**src/rtl/core/ris_pkg.sv**
```systemverilog
// Package: shared types and constants for the record insertion sorter.
`timescale 1ns / 1ps

package ris_pkg;

    // Field widths of one record
    localparam int KEY_W  = 32;
    localparam int FLAG_W = 8;
    localparam int ID_W   = 6;

    // Default store depth
    localparam int MAX_RECORDS_DEF = 32;

    // One stored record
    typedef struct packed {
        logic [KEY_W-1:0]  key;
        logic [FLAG_W-1:0] flag;
        logic [ID_W-1:0]   id;
    } rec_t;

    // Controller states
    typedef enum logic {
        ST_LOAD,
        ST_EMIT
    } state_t;

    // Commands from controller to datapath
    typedef struct packed {
        logic load;   // insert the incoming record
        logic drop;   // incoming record does not fit
        logic pop;    // head record transferred, shift the chain down
    } dp_cmd_t;

    // Status from datapath to controller
    typedef struct packed {
        logic full;      // no free cell left
        logic last_one;  // exactly one record left in the store
    } dp_status_t;

endpackage

```
**src/rtl/core/ris_ifs.sv**
```systemverilog
// Interfaces: input record channel and sorted result channel.
`timescale 1ns / 1ps

interface rec_in_if;
    logic                     valid;
    logic                     ready;
    logic signed [31:0]       energy_key;
    logic        [7:0]        conv_flag;
    logic        [5:0]        record_id;
    logic                     last_in;

    modport source (output valid, energy_key, conv_flag, record_id, last_in, input ready);
    modport sink   (input valid, energy_key, conv_flag, record_id, last_in, output ready);
endinterface

interface rec_out_if;
    logic                     valid;
    logic                     ready;
    logic signed [31:0]       sorted_key;
    logic        [7:0]        sorted_flag;
    logic        [5:0]        sorted_id;
    logic                     last_out;
    logic                     overflowed;

    modport source (output valid, sorted_key, sorted_flag, sorted_id, last_out, overflowed,
                    input ready);
    modport sink   (input valid, sorted_key, sorted_flag, sorted_id, last_out, overflowed,
                    output ready);
endinterface

```
**src/rtl/core/ris_ctrl.sv**
```systemverilog
// Controller: load/emit state machine of the record insertion sorter.
`timescale 1ns / 1ps

module ris_ctrl
(
    input  logic               clk,
    input  logic               rst_n,
    input  logic               in_valid,
    input  logic               in_last,
    input  logic               out_ready,
    input  ris_pkg::dp_status_t status,
    output logic               in_ready,
    output logic               out_valid,
    output ris_pkg::dp_cmd_t   cmd
);
    import ris_pkg::*;

    state_t state_reg;
    state_t state_next;

    // State register
    always_ff @(posedge clk or negedge rst_n)
    begin
        if (!rst_n)
        begin
            state_reg <= ST_LOAD;
        end
        else
        begin
            state_reg <= state_next;
        end
    end

    // Next state
    always_comb
    begin
        state_next = state_reg;
        case (state_reg)
            ST_LOAD:
            begin
                if (in_valid && in_last)
                begin
                    state_next = ST_EMIT;
                end
            end
            ST_EMIT:
            begin
                if (out_ready && status.last_one)
                begin
                    state_next = ST_LOAD;
                end
            end
            default:
            begin
                state_next = ST_LOAD;
            end
        endcase
    end

    // Outputs and datapath commands
    always_comb
    begin
        in_ready  = 1'b0;
        out_valid = 1'b0;
        cmd       = '0;
        case (state_reg)
            ST_LOAD:
            begin
                in_ready = 1'b1;
                cmd.load = in_valid && !status.full;
                cmd.drop = in_valid && status.full;
            end
            ST_EMIT:
            begin
                out_valid = 1'b1;
                cmd.pop   = out_ready;
            end
            default:
            begin
                in_ready = 1'b0;
            end
        endcase
    end

endmodule

```
**src/rtl/core/ris_dp.sv**
```systemverilog
// Datapath: systolic insertion chain of record cells, fill count and overflow bit.
`timescale 1ns / 1ps

module ris_dp
#(
    parameter int MAX_RECORDS = ris_pkg::MAX_RECORDS_DEF
)
(
    input  logic                clk,
    input  logic                rst_n,
    input  ris_pkg::dp_cmd_t    cmd,
    input  ris_pkg::rec_t       new_rec,
    output ris_pkg::dp_status_t status,
    output ris_pkg::rec_t       head_rec,
    output logic                ovf
);
    import ris_pkg::*;

    localparam int CNT_W = $clog2(MAX_RECORDS + 1);

    rec_t             cell_reg [MAX_RECORDS];
    logic [CNT_W-1:0] count_reg;
    logic [CNT_W-1:0] count_next;
    logic             ovf_reg;
    logic             ovf_next;

    // keep[i]: cell i holds a record that stays ahead of the new one
    logic [MAX_RECORDS-1:0] keep;

    // Per-cell compare, all cells at once
    generate
        for (genvar i = 0; i < MAX_RECORDS; i++)
        begin : g_cmp
            assign keep[i] = (CNT_W'(i) < count_reg) &&
                             !($signed(cell_reg[i].key) > $signed(new_rec.key));
        end
    endgenerate

    // Cell registers: insert shifts the tail up, pop shifts everything down
    generate
        for (genvar i = 0; i < MAX_RECORDS; i++)
        begin : g_cell
            logic take_new;
            logic take_prev;
            rec_t upper;

            if (i == 0)
            begin : g_first
                assign take_new  = !keep[i];
                assign take_prev = 1'b0;
            end
            else
            begin : g_rest
                assign take_new  = !keep[i] && keep[i-1];
                assign take_prev = !keep[i] && !keep[i-1];
            end

            if (i == MAX_RECORDS - 1)
            begin : g_top
                assign upper = cell_reg[i];
            end
            else
            begin : g_mid
                assign upper = cell_reg[i+1];
            end

            always_ff @(posedge clk)
            begin
                if (cmd.load)
                begin
                    if (take_new)
                    begin
                        cell_reg[i] <= new_rec;
                    end
                    else if (take_prev)
                    begin
                        cell_reg[i] <= cell_reg[(i == 0) ? 0 : i-1];
                    end
                end
                else if (cmd.pop)
                begin
                    cell_reg[i] <= upper;
                end
            end
        end
    endgenerate

    // Fill count and overflow next values
    always_comb
    begin
        count_next = count_reg;
        ovf_next   = ovf_reg;
        if (cmd.load)
        begin
            count_next = count_reg + CNT_W'(1);
        end
        else if (cmd.pop)
        begin
            count_next = count_reg - CNT_W'(1);
        end
        if (cmd.drop)
        begin
            ovf_next = 1'b1;
        end
        else if (cmd.pop && status.last_one)
        begin
            ovf_next = 1'b0;
        end
    end

    // Control registers
    always_ff @(posedge clk or negedge rst_n)
    begin
        if (!rst_n)
        begin
            count_reg <= '0;
            ovf_reg   <= 1'b0;
        end
        else
        begin
            count_reg <= count_next;
            ovf_reg   <= ovf_next;
        end
    end

    assign status.full     = (count_reg == CNT_W'(MAX_RECORDS));
    assign status.last_one = (count_reg == CNT_W'(1));
    assign head_rec        = cell_reg[0];
    assign ovf             = ovf_reg;

endmodule

```
**src/rtl/core/record_insertion_sorter.sv**
```systemverilog
// Top level of the record insertion sorter.
// Loading: one record transfer per cycle; a record that fits is inserted as it is taken.
// Emission: starts the cycle after the record marked last, one result per cycle while
// the sink is ready; after the final result of a segment the next cycle accepts input again.
// Reset (asynchronous, active low) empties the store and clears the overflow bit.
`timescale 1ns / 1ps

module record_insertion_sorter
#(
    parameter int MAX_RECORDS = ris_pkg::MAX_RECORDS_DEF
)
(
    input  logic   clk,
    input  logic   rst_n,
    rec_in_if.sink   rec_in,
    rec_out_if.source rec_out
);
    import ris_pkg::*;

    dp_cmd_t    cmd;
    dp_status_t status;
    rec_t       new_rec;
    rec_t       head_rec;
    logic       ovf;

    // Pack the incoming record
    assign new_rec.key  = rec_in.energy_key;
    assign new_rec.flag = rec_in.conv_flag;
    assign new_rec.id   = rec_in.record_id;

    ris_ctrl u_ctrl
    (
        .clk       (clk),
        .rst_n     (rst_n),
        .in_valid  (rec_in.valid),
        .in_last   (rec_in.last_in),
        .out_ready (rec_out.ready),
        .status    (status),
        .in_ready  (rec_in.ready),
        .out_valid (rec_out.valid),
        .cmd       (cmd)
    );

    ris_dp #(
        .MAX_RECORDS (MAX_RECORDS)
    ) u_dp
    (
        .clk      (clk),
        .rst_n    (rst_n),
        .cmd      (cmd),
        .new_rec  (new_rec),
        .status   (status),
        .head_rec (head_rec),
        .ovf      (ovf)
    );

    // Result fields come straight from the head cell
    assign rec_out.sorted_key  = head_rec.key;
    assign rec_out.sorted_flag = head_rec.flag;
    assign rec_out.sorted_id   = head_rec.id;
    assign rec_out.last_out    = status.last_one;
    assign rec_out.overflowed  = ovf;

`ifndef SYNTH
    // Input and output never open at the same time
    a_excl: assert property (@(posedge clk) disable iff (!rst_n)
        rec_out.valid |-> !rec_in.ready)
        else $error("input and output both open");

    // The record marked last starts emission in the next cycle
    a_emit_start: assert property (@(posedge clk) disable iff (!rst_n)
        (rec_in.valid && rec_in.ready && rec_in.last_in) |=> rec_out.valid)
        else $error("emission did not start after last record");

    // After the final result transfer the block takes input again
    a_reload: assert property (@(posedge clk) disable iff (!rst_n)
        (rec_out.valid && rec_out.ready && rec_out.last_out) |=>
            (rec_in.ready && !rec_out.valid && !rec_out.overflowed))
        else $error("segment end did not return to loading");

    // Overflow bit holds across the results of a segment
    a_ovf_hold: assert property (@(posedge clk) disable iff (!rst_n)
        (rec_out.valid && rec_out.ready && !rec_out.last_out) |=>
            (rec_out.valid && $stable(rec_out.overflowed)))
        else $error("overflow bit changed within a segment");
`endif

endmodule
```
**src/flat_wrapper.sv**
```systemverilog
// flat-port wrapper written by rule: the top's interface ports become plain ports
module record_insertion_sorter_flat import ris_pkg::*;
#(
    parameter int MAX_RECORDS = ris_pkg::MAX_RECORDS_DEF
)
  (clk, rst_n, rec_in_valid, rec_in_energy_key, rec_in_conv_flag, rec_in_record_id, rec_in_last_in, rec_in_ready, rec_out_valid, rec_out_sorted_key, rec_out_sorted_flag, rec_out_sorted_id, rec_out_last_out, rec_out_overflowed, rec_out_ready);
  rec_in_if rec_in_i ();
  rec_out_if rec_out_i ();
  input  logic clk;
  input  logic rst_n;
  input wire logic [$bits(rec_in_i.valid)-1:0] rec_in_valid;
  input wire logic [$bits(rec_in_i.energy_key)-1:0] rec_in_energy_key;
  input wire logic [$bits(rec_in_i.conv_flag)-1:0] rec_in_conv_flag;
  input wire logic [$bits(rec_in_i.record_id)-1:0] rec_in_record_id;
  input wire logic [$bits(rec_in_i.last_in)-1:0] rec_in_last_in;
  output wire logic [$bits(rec_in_i.ready)-1:0] rec_in_ready;
  output wire logic [$bits(rec_out_i.valid)-1:0] rec_out_valid;
  output wire logic [$bits(rec_out_i.sorted_key)-1:0] rec_out_sorted_key;
  output wire logic [$bits(rec_out_i.sorted_flag)-1:0] rec_out_sorted_flag;
  output wire logic [$bits(rec_out_i.sorted_id)-1:0] rec_out_sorted_id;
  output wire logic [$bits(rec_out_i.last_out)-1:0] rec_out_last_out;
  output wire logic [$bits(rec_out_i.overflowed)-1:0] rec_out_overflowed;
  input wire logic [$bits(rec_out_i.ready)-1:0] rec_out_ready;
  assign rec_in_i.valid = rec_in_valid;
  assign rec_in_i.energy_key = rec_in_energy_key;
  assign rec_in_i.conv_flag = rec_in_conv_flag;
  assign rec_in_i.record_id = rec_in_record_id;
  assign rec_in_i.last_in = rec_in_last_in;
  assign rec_in_ready = rec_in_i.ready;
  assign rec_out_valid = rec_out_i.valid;
  assign rec_out_sorted_key = rec_out_i.sorted_key;
  assign rec_out_sorted_flag = rec_out_i.sorted_flag;
  assign rec_out_sorted_id = rec_out_i.sorted_id;
  assign rec_out_last_out = rec_out_i.last_out;
  assign rec_out_overflowed = rec_out_i.overflowed;
  assign rec_out_i.ready = rec_out_ready;
  record_insertion_sorter #(.MAX_RECORDS(MAX_RECORDS)) u_core (.clk(clk), .rst_n(rst_n), .rec_in(rec_in_i), .rec_out(rec_out_i));
endmodule
```
**config.mk**
```make
export PLATFORM = sky130hd
export DESIGN_NAME = record_insertion_sorter_flat
export DESIGN_NICKNAME = d
export VERILOG_FILES = /design/src/rtl/core/ris_pkg.sv /design/src/rtl/core/ris_ifs.sv /design/src/rtl/core/ris_ctrl.sv /design/src/rtl/core/ris_dp.sv /design/src/rtl/core/record_insertion_sorter.sv /design/src/flat_wrapper.sv
export SDC_FILE = /design/constraint.sdc
export NUM_CORES = 2
export LEC_CHECK = 0
export BUFFER_PORTS_ARGS = -buffer_cell sky130_fd_sc_hd__buf_4
export CELL_PAD_IN_SITES_DETAIL_PLACEMENT = 1
export CELL_PAD_IN_SITES_GLOBAL_PLACEMENT = 1
export CORE_MARGIN = 2
export CORE_UTILIZATION = 48
export CTS_BUF_LIST = sky130_fd_sc_hd__clkbuf_2 sky130_fd_sc_hd__clkbuf_4 sky130_fd_sc_hd__clkbuf_8
export CTS_CLUSTER_DIAMETER = 200
export DETAILED_ROUTE_END_ITERATION = 8
export PLACE_DENSITY_LB_ADDON = 0.05
export SLEW_MARGIN = 20
export SYNTH_ARGS = -nofsm -noshare
export SYNTH_HDL_FRONTEND = slang
export SYNTH_SLANG_ARGS = --single-unit
```
**constraint.sdc**
```tcl
create_clock -name clk -period 5.7 [get_ports clk]
set_clock_uncertainty 0.05 [all_clocks]
set_input_delay 1.425 -clock clk [delete_from_list [all_inputs] [get_ports clk]]
set_output_delay 1.425 -clock clk [all_outputs]
set_load 0.01 [all_outputs]
```
# Word level (Yosys, flattened, before mapping)
# Memory sizes are Yosys's and may differ from the RTL's.
# Index checks and enable logic that the tools add are counted.
# Widths: inputs -> output; s select.
[totals]
reg_bits = 8
mem_bits_rw = 1472
elab_cells = 599
memories = 1
[op_classes]
add_sub_neg = 2
magnitude_cmp = 64
eq_ne = 2
muxes = 297
bitwise = 64
reduce_logical = 166
[mem_list]
columns = ["memory", "words", "word_bits", "read_ports", "rd_ports_with_merged_regs", "wr", "line", "source"]
rows = [
  ["u_core.u_dp.cell_reg", 32, 46, 32, 0, 32, "ris_dp.sv:21", "rec_t cell_reg [MAX_RECORDS];"],
]
[ops]
columns = ["op", "n"]
rows = [
  ["$mux 46", 63],
  ["$gt 32x32->1", 32],
  ["$mux 1", 230],
  ["$logic_and 1x1->1", 99],
  ["$lt 5x6->1 const A", 16],
  ["$logic_not 1->1", 65],
  ["$or 1x1->1", 63],
  ["$lt 4x6->1 const A", 8],
  ["$lt 3x6->1 const A", 4],
  ["$lt 1x6->1 const A", 2],
  ["$lt 2x6->1 const A", 2],
  ["$mux 6", 2],
  ["$add 6x1->6 const B", 1],
  ["$eq 6x1->1 const B", 1],
  ["$eq 6x6->1 const B", 1],
  ["$sub 6x1->6 const B", 1],
  ["$reduce_bool 2->1", 2],
  ["$mux 2", 1],
  ["$pmux 1 s2", 1],
  ["$not 1->1", 1],
]

# Depth between registers and ports, before layout
# An unclocked memory read counts as a cell.
[depth]
word_depth = 12
mapped_depth = 15
ltp_nobuf = 11

# Modules after synthesis
# Synthesis repeated with hierarchy kept, for this count alone.
[hier_totals]
hier_cells = 10115
area_unflattened_um2 = 99425.4
[modules_own_cells]
columns = ["module", "instances", "cells_each", "area_per_inst_um2", "seq_area_each_um2"]
rows = [
  ["ris_dp", 1, 10108, 99364.0, 44377.6],
  ["ris_ctrl", 1, 7, 61.3, 25.0],
]

# Least setup slack after synthesis
# OpenSTA, ideal clock, no wires.
[synth_timing]
path_kind = "in2reg"
start = "input port rec_in_energy_key[31]"
end = "memory u_core.u_dp.cell_reg[0][460] (netlist bit), enable pin"
setup_ns = 0.513
arrival_ns = 7.236
required_ns = 5.137
slack_ns = -2.099
path_stages = 12
path_buffers = 1
cell_sequence = "clkbuf_1 -> inv_1 -> ha_1 -> nand4_1 -> or4_1 -> nor3_2 -> o41ai_1 -> nor4b_2 -> xnor2_2 -> nand2_1 -> nand2_1 -> o21ai_0"
[synth_lines]
columns = ["item", "line", "source"]
rows = [
  ["start: declaration", "flat_wrapper.sv:12", "input wire logic [$bits(rec_in_i.energy_key)-1:0] rec_in_energy_key;"],
  ["end: declaration", "ris_dp.sv:21", ""],
]

==> flow_results.xml <==
<?xml version="1.0" encoding="UTF-8"?>
<metrics>
  <group name="die">
    <metric name="core_region_area" unit="µm²">197000</metric>
    <metric name="dieArea" unit="µm²">201600</metric>
    <metric name="die_y" unit="µm">449.1</metric>
    <metric name="ios" unit="">101</metric>
    <metric name="std_cell_rows" unit="">163</metric>
    <metric name="initial_core_util" unit="">0.4826</metric>
    <metric name="dieWidth" unit="µm">449.1</metric>
  </group>
  <group name="cells_and_area">
    <metric name="final_cell_count_no_fill" unit="">12210</metric>
    <metric name="finish.net_count" unit="">10450</metric>
    <metric name="fraction_of_layout_instances_using_a_drive_strength_above_1" unit="">0.1181</metric>
    <metric name="largest_register_ffs" unit="">1472</metric>
    <metric name="final.fill_count" unit="">21310</metric>
    <metric name="sequential_cell_area" unit="µm²">44400</metric>
    <metric name="area_growth" unit="%">12.66</metric>
    <metric name="multi_input_area" unit="µm²">47650</metric>
  </group>
  <group name="power">
    <metric name="clock_network_fraction_of_design_power" unit="">0.205</metric>
    <metric name="relative_contribution_of_sequential_cells_to_total_power" unit="">0.419</metric>
    <metric name="netSwitchingPower" unit="W">0.02138</metric>
    <metric name="internal_power" unit="W">0.03102</metric>
    <metric name="post-layout-total-power" unit="W">0.05239</metric>
    <metric name="p_sw_frac" unit="">0.4080</metric>
    <metric name="ir_drop" unit="V">0.0002635</metric>
    <metric name="combinationalPowerShare" unit="">0.377</metric>
    <metric name="power.density" unit="nW/µm²">489.2</metric>
    <metric name="leakage" unit="nW">44.99</metric>
  </group>
  <group name="clock_tree">
    <metric name="cts-root-buf" unit="">sky130_fd_sc_hd__clkbuf_8</metric>
    <metric name="cts_hold_buf" unit="">0</metric>
    <metric name="later_pin_clock_latency_in_the_skew_report" unit="ns">1.08</metric>
    <metric name="post-cts-setup-buffers" unit="">0</metric>
    <metric name="cts_resized" unit="">0</metric>
    <metric name="numCtsBuffers" unit="">299</metric>
    <metric name="cts_h_tree_lvls" unit="">5</metric>
    <metric name="cts_tree" unit="">built</metric>
    <metric name="max-clock-path-buffers" unit="">4</metric>
    <metric name="clkTransAtPathRegs" unit="ns">0.06</metric>
    <metric name="cts.sink_count" unit="">1480</metric>
  </group>
  <group name="worst_setup_path">
    <metric name="cp-end-kind" unit="">register</metric>
    <metric name="worstPathCellList" unit="">buf_4 -&gt; inv_2 -&gt; ha_1 -&gt; nand4_1 -&gt; or4_1 -&gt; nor3_2 -&gt; o41ai_2 -&gt; nor4b_2 -&gt; xnor2_2 -&gt; a2111o_2 -&gt; buf_12 -&gt; mux2i_1 -&gt; o21ai_1</metric>
    <metric name="path_class" unit="">input pin to register</metric>
    <metric name="r2r.worst_path.cells" unit="">11</metric>
    <metric name="startpoint_type" unit="">input pin</metric>
    <metric name="path_buf_inv" unit="">3</metric>
    <metric name="timing.reg2reg.setup_slack" unit="ns">1.04</metric>
    <metric name="crit_path_max_incr_delay" unit="ns">0.73</metric>
    <metric name="worst_ep_arrival_time" unit="ns">5.74</metric>
    <metric name="crit_path_max_fanout" unit="">47</metric>
    <metric name="timing.rr.start" unit="">u_core.u_dp.cell_reg[0][505]</metric>
    <metric name="crit_reg_reg_endpoint" unit="">u_core.u_dp.cell_reg[0][548]</metric>
    <metric name="timing.critical_path.slowest_stage_cell" unit="">sky130_fd_sc_hd__or4_1</metric>
    <metric name="cp_top_family" unit="">simple AND/OR/NAND/NOR gates</metric>
    <metric name="timing.critical_path.required" unit="ns">6.43</metric>
  </group>
  <group name="logic_synthesis">
    <metric name="mappedNetlistArea" unit="µm²">95070</metric>
    <metric name="synth_top_family_by_area" unit="">compound AO/OA/AOI/OAI gates</metric>
    <metric name="synth_seq_area_share" unit="">0.4670</metric>
    <metric name="synth_area_per_cell" unit="µm²">10.39</metric>
    <metric name="synth_top_area_frac" unit="">0.4649</metric>
    <metric name="number_of_storage_elements_in_the_synthesis_netlist" unit="">1480</metric>
    <metric name="synth-edff-count" unit="">1472</metric>
    <metric name="synth_top_cells_by_area" unit="">sky130_fd_sc_hd__edfxtp_1 (46%), sky130_fd_sc_hd__ha_1 (14%), sky130_fd_sc_hd__nand2_1 (6.8%), sky130_fd_sc_hd__mux2i_1 (6.7%), sky130_fd_sc_hd__o211ai_1 (3.5%)</metric>
    <metric name="synth_cell_type_count" unit="">84</metric>
    <metric name="postSynthNetCount" unit="">10230</metric>
    <metric name="multiplexer_fraction_of_the_synthesized_cell_area" unit="">0.07241</metric>
    <metric name="basic_gate_share_of_the_synthesized_area_counting_and_or_nand_and_nor_cells" unit="">0.1218</metric>
    <metric name="yosys_warnings" unit="">0</metric>
    <metric name="compound_gate_portion_of_the_synthesized_area" unit="">0.1661</metric>
    <metric name="post_synth_inst_count" unit="">9151</metric>
    <metric name="async_reset_ff_frac" unit="">0.005405</metric>
    <metric name="synth_xor_area_frac" unit="">0.0006317</metric>
    <metric name="postSynth.topFlopCell" unit="">sky130_fd_sc_hd__edfxtp_1</metric>
    <metric name="synth_largest_area_cell" unit="">sky130_fd_sc_hd__edfxtp_1</metric>
    <metric name="adder_cell_share_of_the_synthesized_area" unit="">0.1352</metric>
  </group>
  <group name="timing">
    <metric name="grt_setup_unrepaired" unit="">no</metric>
    <metric name="min_period_over_period" unit="">0.8778</metric>
    <metric name="finalSetupViolations" unit="">0</metric>
    <metric name="final_hold_violating_endpoints" unit="">0</metric>
    <metric name="report.final.slew_viol_count" unit="">0</metric>
    <metric name="min_period" unit="ns">5.004</metric>
    <metric name="max-slew-margin-rel" unit="">0.2284</metric>
    <metric name="max_clock_freq" unit="GHz">0.1999</metric>
    <metric name="tightestPinTransition" unit="ns">1.155</metric>
  </group>
  <group name="route">
    <metric name="total_number_of_vias" unit="">78770</metric>
    <metric name="route.detailed.wl_per_inst" unit="µm">29.47</metric>
    <metric name="first_pass_iters" unit="">6</metric>
    <metric name="postRouteWirelength" unit="mm">359.9</metric>
    <metric name="drt_first_iter_violations" unit="">7044</metric>
    <metric name="detail_route.drc_violations" unit="">0</metric>
    <metric name="detail_route.vias_per_cell" unit="">6.449</metric>
    <metric name="final_antenna_net_count" unit="">0</metric>
  </group>
  <group name="placement">
    <metric name="port_buffers" unit="">100</metric>
    <metric name="numPlacedInstances" unit="">11710</metric>
    <metric name="place_congestion" unit="">0.9624</metric>
    <metric name="dpl.hpwl" unit="mm">270.2</metric>
  </group>
  <group name="grt">
    <metric name="pin_count_of_the_biggest_net_entering_global_routing" unit="">189</metric>
    <metric name="grt_pass1_wl" unit="mm">533.6</metric>
    <metric name="antenna_found_initial" unit="">3</metric>
    <metric name="grt_overflow" unit="">0</metric>
    <metric name="grt_pass1_vias" unit="">82840</metric>
    <metric name="globalRouteTotalUtil" unit="">0.3493</metric>
  </group>
  <group name="worst_hold_path">
    <metric name="worstHoldPathType" unit="">input pin to asynchronous set/reset pin</metric>
  </group>
  <group name="flow_run">
    <metric name="maxCapViolations" unit="">0</metric>
  </group>
  <group name="status">
    <metric name="outcome" unit="">finished, final reports clean</metric>
  </group>
</metrics>
[how the worst max path moves through the flow]
stage / start / slack [ns] / end / depth (start not counted)
after floorplan: rec_in_energy_key[31] / 0.02 / u_core.u_dp.cell_reg[0][460] / 12
after global placement: rec_in_energy_key[8] / -0.46 / u_core.u_dp.cell_reg[0][531] / 14
after detailed placement: rec_in_energy_key[31] / -0.12 / u_core.u_dp.cell_reg[0][516] / 13
after CTS: rec_in_energy_key[31] / 0.96 / u_core.u_dp.cell_reg[0][548] / 13
after global routing: rec_in_energy_key[30] / 0.72 / u_core.u_dp.cell_reg[0][546] / 13
final: rec_in_energy_key[28] / 0.70 / u_core.u_dp.cell_reg[0][548] / 13
[synth_stat cells, drive strengths merged, types with 67 or more instances]
cell    count
a21o      102
a21oi     651
a221o     194
a22oi      67
buf       236
clkbuf    444
edfxtp   1472
ha       1027
inv       104
mux2i     636
nand2    1731
nand3     138
nand4     205
nor2      457
o211ai    444
o21ai     620
o31ai      70
[layout make-up]
class	count	area share
Antenna cell	3	0.00007009
Multi-Input combinational cell	6887	0.4448
Inverter	104	0.003645
Sequential cell	1480	0.4145
Clock inverter	102	0.004649
Tap cell	2640	0.03084
Clock buffer	402	0.04593
Timing Repair Buffer	595	0.05549
[through the flow]
step	setup TNS, ns	cell area (µm²)	worst slack, ns	hold WS [ns]	utilization
final	0	107100	0.6964	0.1538	0.5437
after global routing	0	107100	0.7160	0.1231	0.5437
after CTS	0	107100	0.9555	0.08285	0.5436
after detailed placement	-4.277	101700	-0.1240	0.4746	0.5161
after global placement	-36.22	101700	-0.4649	0.4633	0.5161
after floorplan	0	95130	0.01776	0.4463	-
[layer usage]
| layer | vias to the layer above | GRT usage | share of wire |
|---|---|---|---|
| li1 | 35270 | - | - |
| met1 | 40010 | 0.4376 | 0.41 |
| met2 | 2637 | 0.5884 | 0.48 |
| met3 | 851 | 0.04759 | 0.054 |
| met4 | 2 | 0.1802 | 0.056 |
| met5 | - | 0 | 0.000019 |
[logic make-up (layout without fill, tap and decap cells)]
logic type | Yosys count | in the layout
fa+ha+maj | 1027 | 1027
flops | 1480 | 1480
compound gates | 2428 | 2428
simple gates | 2744 | 2744
buf+inv | 784 | 1203
mux | 682 | 682
other cells | 0 | 3
xor+xnor | 6 | 6
[power by group through the flow]
stage	clock network (W)	logic, W	registers (W)
detailed placement	0	0.0195	0.0220
floorplan	0	0.0128	0.0200
CTS	0.0109	0.0196	0.0218
global placement	0	0.0184	0.0220
finish	0.0107	0.0197	0.0219
global route	0.0113	0.0217	0.0222
[placed cells by master (no fill, tap or decap), types with 304 or more instances in the layout]
cell type	n
sky130_fd_sc_hd__nand2_1	1718
sky130_fd_sc_hd__edfxtp_1	1472
sky130_fd_sc_hd__ha_1	1027
sky130_fd_sc_hd__a21oi_1	642
sky130_fd_sc_hd__mux2i_1	636
sky130_fd_sc_hd__buf_4	477
sky130_fd_sc_hd__nor2_1	454
sky130_fd_sc_hd__o211ai_1	444
sky130_fd_sc_hd__o21ai_1	323
sky130_fd_sc_hd__clkbuf_8	304
(Power assumes the default switching activity.)
